==> src/hdl/hsvrgb_pkg.sv <==
// ----------------------------------------------------------------------------
// hsvrgb_pkg
// types, constants and fixed-point helpers for the hsv to rgb converter
// ----------------------------------------------------------------------------
package hsvrgb_pkg;

    localparam int NumStages   = 8;
    localparam int PctFull     = 100;
    localparam int SectorDeg   = 60;
    localparam int HueTurn     = 360;
    localparam int ChanMax     = 255;
    localparam int Recip100    = 5243;
    localparam int Recip100Sh  = 19;
    localparam int Recip3      = 683;
    localparam int Recip3Sh    = 11;

    typedef enum logic [2:0] {
        SEC_RY = 3'd0,
        SEC_YG = 3'd1,
        SEC_GC = 3'd2,
        SEC_CB = 3'd3,
        SEC_BM = 3'd4,
        SEC_MR = 3'd5
    } t_sector;

    // exact floor(x / 100) for x below 25600
    function automatic logic [7:0] div100(input logic [14:0] x);
        logic [27:0] m;
        m = 28'(x) * 28'(Recip100);
        return m[Recip100Sh+7:Recip100Sh];
    endfunction

    // exact floor(x / 3) for x below 384
    function automatic logic [6:0] div3(input logic [8:0] x);
        logic [19:0] m;
        m = 20'(x) * 20'(Recip3);
        return m[Recip3Sh+6:Recip3Sh];
    endfunction

endpackage

==> src/hdl/hsvrgb_dpath.sv <==
// ----------------------------------------------------------------------------
// hsvrgb_dpath
// eight-stage datapath: sector split, p/q/t products and 8-bit scaling
// ----------------------------------------------------------------------------
module hsvrgb_dpath
    import hsvrgb_pkg::*;
(
    input  logic                 i_clk,
    input  logic [NumStages-1:0] i_en,
    input  logic [8:0]           i_hue,
    input  logic [6:0]           i_saturation,
    input  logic [6:0]           i_brightness,
    output logic [7:0]           o_red,
    output logic [7:0]           o_green,
    output logic [7:0]           o_blue
);

    // stage 0
    logic [8:0]  n_h;
    logic [8:0]  n_base;
    t_sector     n_s0_sector;
    logic [6:0]  n_s0_s;
    logic [6:0]  n_s0_v;
    t_sector     r_s0_sector;
    logic [5:0]  r_s0_rem;
    logic [6:0]  r_s0_s;
    logic [6:0]  r_s0_v;
    logic        r_s0_grey;
    // stage 1
    t_sector     r_s1_sector;
    logic [6:0]  r_s1_frac;
    logic [6:0]  r_s1_s;
    logic [6:0]  r_s1_v;
    logic        r_s1_grey;
    // stage 2
    t_sector     r_s2_sector;
    logic [13:0] r_s2_ap;
    logic [13:0] r_s2_aq;
    logic [13:0] r_s2_at;
    logic [6:0]  r_s2_v;
    logic        r_s2_grey;
    // stage 3
    t_sector     r_s3_sector;
    logic [6:0]  r_s3_p;
    logic [6:0]  r_s3_kq;
    logic [6:0]  r_s3_kt;
    logic [6:0]  r_s3_v;
    logic        r_s3_grey;
    // stage 4
    t_sector     r_s4_sector;
    logic [6:0]  r_s4_p;
    logic [13:0] r_s4_bq;
    logic [13:0] r_s4_bt;
    logic [6:0]  r_s4_v;
    logic        r_s4_grey;
    // stage 5
    t_sector     r_s5_sector;
    logic [6:0]  r_s5_p;
    logic [6:0]  r_s5_q;
    logic [6:0]  r_s5_t;
    logic [6:0]  r_s5_v;
    logic        r_s5_grey;
    // stage 6
    logic [6:0]  n_r;
    logic [6:0]  n_g;
    logic [6:0]  n_b;
    logic [14:0] r_s6_r;
    logic [14:0] r_s6_g;
    logic [14:0] r_s6_b;
    // stage 7
    logic [7:0]  r_s7_r;
    logic [7:0]  r_s7_g;
    logic [7:0]  r_s7_b;

    always_comb begin
        n_h    = (i_hue >= 9'(HueTurn)) ? 9'd0 : i_hue;
        n_s0_s = (i_saturation > 7'(PctFull)) ? 7'(PctFull) : i_saturation;
        n_s0_v = (i_brightness > 7'(PctFull)) ? 7'(PctFull) : i_brightness;
        priority if (n_h >= 9'(SectorDeg * 5)) begin
            n_s0_sector = SEC_MR;
            n_base      = 9'(SectorDeg * 5);
        end else if (n_h >= 9'(SectorDeg * 4)) begin
            n_s0_sector = SEC_BM;
            n_base      = 9'(SectorDeg * 4);
        end else if (n_h >= 9'(SectorDeg * 3)) begin
            n_s0_sector = SEC_CB;
            n_base      = 9'(SectorDeg * 3);
        end else if (n_h >= 9'(SectorDeg * 2)) begin
            n_s0_sector = SEC_GC;
            n_base      = 9'(SectorDeg * 2);
        end else if (n_h >= 9'(SectorDeg)) begin
            n_s0_sector = SEC_YG;
            n_base      = 9'(SectorDeg);
        end else begin
            n_s0_sector = SEC_RY;
            n_base      = 9'd0;
        end
    end

    always_comb begin
        if (r_s5_grey) begin
            n_r = r_s5_v;
            n_g = r_s5_v;
            n_b = r_s5_v;
        end else begin
            unique case (r_s5_sector)
                SEC_RY: begin
                    n_r = r_s5_v; n_g = r_s5_t; n_b = r_s5_p;
                end
                SEC_YG: begin
                    n_r = r_s5_q; n_g = r_s5_v; n_b = r_s5_p;
                end
                SEC_GC: begin
                    n_r = r_s5_p; n_g = r_s5_v; n_b = r_s5_t;
                end
                SEC_CB: begin
                    n_r = r_s5_p; n_g = r_s5_q; n_b = r_s5_v;
                end
                SEC_BM: begin
                    n_r = r_s5_t; n_g = r_s5_p; n_b = r_s5_v;
                end
                default: begin
                    n_r = r_s5_v; n_g = r_s5_p; n_b = r_s5_q;
                end
            endcase
        end
    end

    always_ff @(posedge i_clk) begin
        if (i_en[0]) begin
            r_s0_sector <= n_s0_sector;
            r_s0_rem    <= 6'(n_h - n_base);
            r_s0_s      <= n_s0_s;
            r_s0_v      <= n_s0_v;
            r_s0_grey   <= (n_s0_s == 7'd0);
        end
        if (i_en[1]) begin
            r_s1_sector <= r_s0_sector;
            r_s1_frac   <= div3(9'(r_s0_rem) * 9'd5);
            r_s1_s      <= r_s0_s;
            r_s1_v      <= r_s0_v;
            r_s1_grey   <= r_s0_grey;
        end
        if (i_en[2]) begin
            r_s2_sector <= r_s1_sector;
            r_s2_ap     <= 14'(r_s1_v) * 14'(7'(PctFull) - r_s1_s);
            r_s2_aq     <= 14'(r_s1_s) * 14'(r_s1_frac);
            r_s2_at     <= 14'(r_s1_s) * 14'(7'(PctFull) - r_s1_frac);
            r_s2_v      <= r_s1_v;
            r_s2_grey   <= r_s1_grey;
        end
        if (i_en[3]) begin
            r_s3_sector <= r_s2_sector;
            r_s3_p      <= 7'(div100(15'(r_s2_ap)));
            r_s3_kq     <= 7'(PctFull) - 7'(div100(15'(r_s2_aq)));
            r_s3_kt     <= 7'(PctFull) - 7'(div100(15'(r_s2_at)));
            r_s3_v      <= r_s2_v;
            r_s3_grey   <= r_s2_grey;
        end
        if (i_en[4]) begin
            r_s4_sector <= r_s3_sector;
            r_s4_p      <= r_s3_p;
            r_s4_bq     <= 14'(r_s3_v) * 14'(r_s3_kq);
            r_s4_bt     <= 14'(r_s3_v) * 14'(r_s3_kt);
            r_s4_v      <= r_s3_v;
            r_s4_grey   <= r_s3_grey;
        end
        if (i_en[5]) begin
            r_s5_sector <= r_s4_sector;
            r_s5_p      <= r_s4_p;
            r_s5_q      <= 7'(div100(15'(r_s4_bq)));
            r_s5_t      <= 7'(div100(15'(r_s4_bt)));
            r_s5_v      <= r_s4_v;
            r_s5_grey   <= r_s4_grey;
        end
        if (i_en[6]) begin
            r_s6_r <= 15'(n_r) * 15'(ChanMax);
            r_s6_g <= 15'(n_g) * 15'(ChanMax);
            r_s6_b <= 15'(n_b) * 15'(ChanMax);
        end
        if (i_en[7]) begin
            r_s7_r <= div100(r_s6_r);
            r_s7_g <= div100(r_s6_g);
            r_s7_b <= div100(r_s6_b);
        end
    end

    assign o_red   = r_s7_r;
    assign o_green = r_s7_g;
    assign o_blue  = r_s7_b;

endmodule

==> src/hdl/hsv_to_rgb_percent_fixed.sv <==
// ----------------------------------------------------------------------------
// hsv_to_rgb_percent_fixed
// hsv pixel (degrees, percent, percent) to 8-bit rgb, integer arithmetic
// ----------------------------------------------------------------------------
//  channel  direction  handshake           payload
//  pixel in   in       i_valid / o_ready   i_hue, i_saturation, i_brightness
//  pixel out  out      o_valid / i_ready   o_red, o_green, o_blue
//
//  one beat per cycle unless the output is held; each beat passes the register
//  stages of the datapath (sector split, two product/divide pairs, channel scaling)
//  synchronous reset clears the stage valid bits only
//  a stall holds full stages; empty stages still fill, so bubbles close up
//  o_ready falls only when every stage is full and the output is held
// ----------------------------------------------------------------------------
module hsv_to_rgb_percent_fixed
    import hsvrgb_pkg::*;
(
    input  logic       i_clk,
    input  logic       i_rst_n,
    input  logic       i_valid,
    output logic       o_ready,
    input  logic [8:0] i_hue,
    input  logic [6:0] i_saturation,
    input  logic [6:0] i_brightness,
    output logic       o_valid,
    input  logic       i_ready,
    output logic [7:0] o_red,
    output logic [7:0] o_green,
    output logic [7:0] o_blue
);

    logic [NumStages-1:0] r_valid;
    logic [NumStages-1:0] n_valid;
    logic [NumStages-1:0] stage_en;
    logic [NumStages-1:0] valid_in;

    always_comb begin
        for (int k = NumStages - 1; k >= 0; k--) begin
            if (k == NumStages - 1) begin
                stage_en[k] = !r_valid[k] || i_ready;
            end else begin
                stage_en[k] = !r_valid[k] || stage_en[k+1];
            end
        end
        valid_in = {r_valid[NumStages-2:0], i_valid};
        for (int k = 0; k < NumStages; k++) begin
            n_valid[k] = stage_en[k] ? valid_in[k] : r_valid[k];
        end
    end

    always_ff @(posedge i_clk) begin
        if (!i_rst_n) begin
            r_valid <= '0;
        end else begin
            r_valid <= n_valid;
        end
    end

    hsvrgb_dpath u_dpath (
        .i_clk        (i_clk),
        .i_en         (stage_en),
        .i_hue        (i_hue),
        .i_saturation (i_saturation),
        .i_brightness (i_brightness),
        .o_red        (o_red),
        .o_green      (o_green),
        .o_blue       (o_blue)
    );

    assign o_ready = stage_en[0];
    assign o_valid = r_valid[NumStages-1];

endmodule

==> config.mk <==
export PLATFORM = sky130hd
export DESIGN_NAME = hsv_to_rgb_percent_fixed
export DESIGN_NICKNAME = d
export VERILOG_FILES = /design/src/hdl/hsvrgb_pkg.sv /design/src/hdl/hsvrgb_dpath.sv /design/src/hdl/hsv_to_rgb_percent_fixed.sv
export SDC_FILE = /design/constraint.sdc
export NUM_CORES = 2
export LEC_CHECK = 0
export BUFFER_PORTS_ARGS = -buffer_cell sky130_fd_sc_hd__buf_2
export CORE_UTILIZATION = 39
export CTS_BUF_LIST = sky130_fd_sc_hd__clkbuf_16
export DETAILED_ROUTE_END_ITERATION = 6
export SLEW_MARGIN = 25
export SYNTH_ARGS = -nofsm -noshare
export SYNTH_HDL_FRONTEND = slang
export SYNTH_SLANG_ARGS = --single-unit
==> constraint.sdc <==
create_clock -name i_clk -period 18.01 [get_ports i_clk]
set_clock_uncertainty 0.2 [all_clocks]
set_input_delay 3.602 -clock i_clk [delete_from_list [all_inputs] [get_ports i_clk]]
set_output_delay 3.602 -clock i_clk [all_outputs]
set_load 0.005 [all_outputs]
# Word-level counts from Yosys, hierarchy flattened
# Index checks and enable logic that the tools add are counted.
# totals
register_bits	289
latchBits	0
mem_bits_rw	0
rom_bits	0
in_bits	27
out_inout_bits	26
n_memories	0
# op_classes
add_sub_neg	5
mul	18
div	0
n_lt_le_gt_ge	8
eq_ne	4
shift	0
n_mux	17
bitwise_logic	0
reduce_logical	23
# op_table
op	n
14-bit by 13-bit multiplier with 26-bit output (second input constant)	5
15-bit by 13-bit multiplier with 27-bit output (second input constant)	3
7-bit one-hot mux with 3 select lines	3
7-bit by 8-bit multiplier with 15-bit output (second input constant)	3
7-bit by 7-bit multiplier with 14-bit output	3
6-bit 2-to-1 mux	5
7-bit by 14-bit multiplier with 14-bit output	2
7-bit 2-to-1 mux	4
9-bit by 8-bit greater-or-equal comparator with 1-bit output (second input constant)	2
9-bit greater-or-equal comparator (second input constant)	2
9-bit by 10-bit multiplier with 18-bit output (second input constant)	1
7-bit by 7-bit subtractor with 8-bit output (first input constant)	2
7-bit > comparator (second input constant)	2
7-bit subtractor (first input constant)	2
2-bit OR reduction	5
9-bit by 6-bit greater-or-equal comparator with 1-bit output (second input constant)	1
9-bit by 7-bit greater-or-equal comparator with 1-bit output (second input constant)	1
6-bit by 3-bit multiplier with 9-bit output (second input constant)	1
9-bit 2-to-1 mux	1
1-bit logical NOT	8
1-bit logical OR	8
7-bit logical NOT	1
3-bit by 2-bit equality test with 1-bit output (second input constant)	2
3-bit 2-to-1 mux	2
5 further kinds	6

# Logic depth before layout (Yosys ltp)
# logic_depth
depth_word	9
ltp_mapped	28

# By module
# From an unflattened synthesis, not the netlist that was laid out.
# hier_totals
hier_cells	4845
area_unflattened_um2	50251.9
# by_module_without_submodules
module	n_inst	cells_per_inst	area_each_um2	seq_area_each_um2
hsvrgb_dpath	1	4809	49922.9	8408.1
hsv_to_rgb_percent_fixed	1	36	329.1	160.2

# Worst setup path after synthesis
# Ideal clock, no wire load.
# synth_timing
kind	in2out
startpoint	input port i_ready
endpoint	output port o_ready
arrival_ps	5031
required_time_ps	14208
slack_ps	9177
stages	6
path_buffers	0
path_cell_list	nor2b_1 -> and3_1 -> and2_1 -> and3_1 -> and2_1 -> nand2_1
# synth_via
elab_chain_len	8
# synth_lines
element	line_no	text
start, declared	hsv_to_rgb_percent_fixed.sv:26	input logic i_ready,
1-bit logical OR	hsv_to_rgb_percent_fixed.sv:40	stage_en[k] = !r_valid[k] || i_ready;
1-bit logical OR (7 in a row)	hsv_to_rgb_percent_fixed.sv:42	stage_en[k] = !r_valid[k] || stage_en[k+1];
end, declared	hsv_to_rgb_percent_fixed.sv:21	output logic o_ready,
# No other way between the ends.

# Worst setup path in the final report
# Ends and elaborated chain as after synthesis.

==> flow_summary.ini <==
[final_layout]
final_net_count = 6679
antenna-diode-count = 0
layout-area-overhead-vs-synth_pct = 6.935
layout.core_utilization_pct = 42.01
fill_cells = 12240
post_layout_nonfiller_instances = 6540
layout.area.seq_um2 = 8568
layout_cell_share_with_drive_strength_beyond_1_pct = 3.198
multiInputGateArea_um2 = 36210

[cts]
postCtsSetupRepairBufs = 0
tritoncts = done
tritoncts.num_buffers = 36
clock_tree.buffer_depth = 3
ctsHtreeMaxLevel = 2
root_buffer = sky130_fd_sc_hd__clkbuf_16
insertion_delay_ns = 0.59
holdBufCountCts = 0
clock_sink_count = 288
path_clk_slew_ns = 0.06
postCtsResizedCells = 0

[floorplan]
die_area_um2 = 129700
core_um2 = 127400
number_of_cell_rows = 131
initial_core_util_pct = 39.28
die_w_um = 360.2
fp.dieH_um = 360.2
io-pin-count = 53

[global_route]
grt_first_pass_wirelength_mm = 154.5
grt_start_max_net_pins = 53
number_of_global_route_vias_before_repair = 32890
grt_antenna_before_repair = 0
grtUsageTotal_pct = 14.23
globalRouteOverflowTotal = 0

[setup_path]
critical-path-slowest-cell = sky130_fd_sc_hd__and3_1
slowest_stage_delay_on_critical_path_ns = 0.33
largest_delay_share_family_worst_path = simple AND/OR/NAND/NOR gates
setup.worst_path.start_class = input port
critPathArrivalTime_ns = 5.65
worst_ep_required_time_ns = 14.21
end_kind = output port
worst-setup-path-type = input port to output port
worstPathCellList = buf_2 -> nor2b_1 -> buf_4 -> and3_1 -> and2_1 -> and3_1 -> and2_1 -> nand2_1 -> buf_4 -> buf_2
critical_path_buf_inv_count = 4
crit_fanout = 25

[logic_synthesis]
ys_ff_latch = 288
synthesis.area_um2 = 50030
synthTopCellsByArea = sky130_fd_sc_hd__fa_1 30%, sky130_fd_sc_hd__ha_1 27%, sky130_fd_sc_hd__edfxtp_1 17%
synth_enable_flop_cells = 280
synth_seq_area_share_pct = 17.13
ys_warnings = 0
synth.most_common_cell = sky130_fd_sc_hd__inv_1
synth-main-ff-cell = sky130_fd_sc_hd__edfxtp_1
yosys.area.top_type = sky130_fd_sc_hd__fa_1
asyncSetResetFlopFracSynth_pct = 0
postSynthAreaPerCell_um2 = 10.42
syn_inst = 4802
synth_top_cells_by_count = 1352 x sky130_fd_sc_hd__inv_1, 1061 x sky130_fd_sc_hd__ha_1, 741 x sky130_fd_sc_hd__fa_1, 280 x sky130_fd_sc_hd__edfxtp_1, 214 x sky130_fd_sc_hd__nand2_1
yosys_top_cell_area_share_pct = 29.65
syn-num-nets = 6631
synthDistinctLibCells = 74

[detailed_routing]
via_cell_ratio = 4.680
route.detailed.wl_per_inst_um = 13.34
via_count = 30610
drt_iter0_drc = 881
wl_met1_mm = 40.82
route.met3.wl_mm = 2.222
post-route-drc-count = 0
first_pass_iters = 5
detail-route-antenna-nets = 0
amount_of_wire_on_met2_after_detailed_routing_mm = 42.79
top_signal_layer_used = met4
wl_mm = 87.26

[sta]
tns_ns = 0
finalHoldViolCount = 0
maxClockFrequency_mhz = 105.8
worst_slew_pin_slew_ns = 0.9741
maxSlewHeadroom_pct = 34.99
report.final.slew_viol_count = 0
setup_viol_count_final = 0
grt_setup_unrepaired = false
layout_min_cycle_time_ns = 9.451
hold_ws_ns = 0.2064
post-route-period-util_pct = 52.47

[run]
max_cap_viol_count = 0

[place]
place_congestion = 0.8567
port-buffer-count = 52
place.detailed.hpwl_mm = 75.81
numPlacedInstances = 6473

[status]
outcome = completed

[hold_path]
timing.hold.worst.class = register to register
-- stage by stage --
| stage | setup WS, ns | area, um2 |
|---|---|---|
| detailed placement | 8.610 | 52240 |
| global placement | 8.594 | 52240 |
| floorplan | 9.177 | 50030 |
| CTS | 8.591 | 53480 |
| global route | 8.416 | 53500 |
| finish | 8.559 | 53500 |
-- layer usage --
layer	up-vias	global-route usage (%)
met5	-	0
met4	0	2.581
met3	81	1.544
met2	265	25.29
met1	15000	18.70
li1	15260	-
-- state kept, by name, summed over array words and instances, names as in the netlist, 13 cells and up --
register	flops
u_dpath.r_s6_r	15
u_dpath.r_s2_aq	13
u_dpath.r_s4_bq	14
u_dpath.r_s4_bt	14
u_dpath.r_s6_b	15
u_dpath.r_s2_at	14
u_dpath.r_s2_ap	14
u_dpath.r_s6_g	15
-- cell families after synthesis --
kind of cell / Yosys count / synth area share, %
compound gates: 441 / 5.777
xor+xnor: 228 / 3.991
fa+ha+maj: 1803 / 56.20
buf+inv: 1402 / 10.52
flops: 288 / 17.13
mux: 9 / 0.1851
simple gates: 631 / 6.197
-- cell usage in the layout, fill, tap and decap left out, types with 12 or more instances in the layout --
cell                        instances
sky130_fd_sc_hd__and3_1            13
sky130_fd_sc_hd__inv_1           1351
sky130_fd_sc_hd__fa_1             741
sky130_fd_sc_hd__o21bai_1          34
sky130_fd_sc_hd__nand3_1           20
sky130_fd_sc_hd__nor2b_1           49
sky130_fd_sc_hd__clkbuf_16         37
sky130_fd_sc_hd__o21a_1            23
sky130_fd_sc_hd__buf_2             52
sky130_fd_sc_hd__nor3_1            28
sky130_fd_sc_hd__xor2_1            49
sky130_fd_sc_hd__ha_1            1061
sky130_fd_sc_hd__or2_2             12
sky130_fd_sc_hd__nor2_1           115
sky130_fd_sc_hd__a21oi_1          151
sky130_fd_sc_hd__a211oi_1          18
sky130_fd_sc_hd__edfxtp_1         280
sky130_fd_sc_hd__a31oi_1           13
sky130_fd_sc_hd__o21ai_0           65
sky130_fd_sc_hd__a21o_1            46
sky130_fd_sc_hd__xnor2_1          179
sky130_fd_sc_hd__and2_1           129
sky130_fd_sc_hd__nand2b_1          17
sky130_fd_sc_hd__nand2_1          213
-- layout make-up --
| cell class | instances | area share [%] |
|---|---|---|
| flip-flops and latches | 288 | 16.02 |
| inverters | 1352 | 9.488 |
| repair buffers | 60 | 0.6127 |
| well taps | 1662 | 3.887 |
| clock inverters | 29 | 0.5893 |
| clock buffers | 37 | 1.731 |
| multi-input cells | 3112 | 67.68 |
-- worst paths after layout --
path	startpoint	endpoint	slack [ns]	cells after the start
min reg2reg	u_dpath.r_s4_v[3]	u_dpath.r_s5_v[3]	0.21	0
max reg2reg	u_dpath.r_s5_sector[0]	u_dpath.r_s6_r[13]	11.42	20
min	u_dpath.r_s4_v[3]	u_dpath.r_s5_v[3]	0.21	0
max	i_ready	o_ready	8.56	10
Power is not shown: default switching activity piles up to over one toggle a cycle in this logic, so the estimate is an artifact.
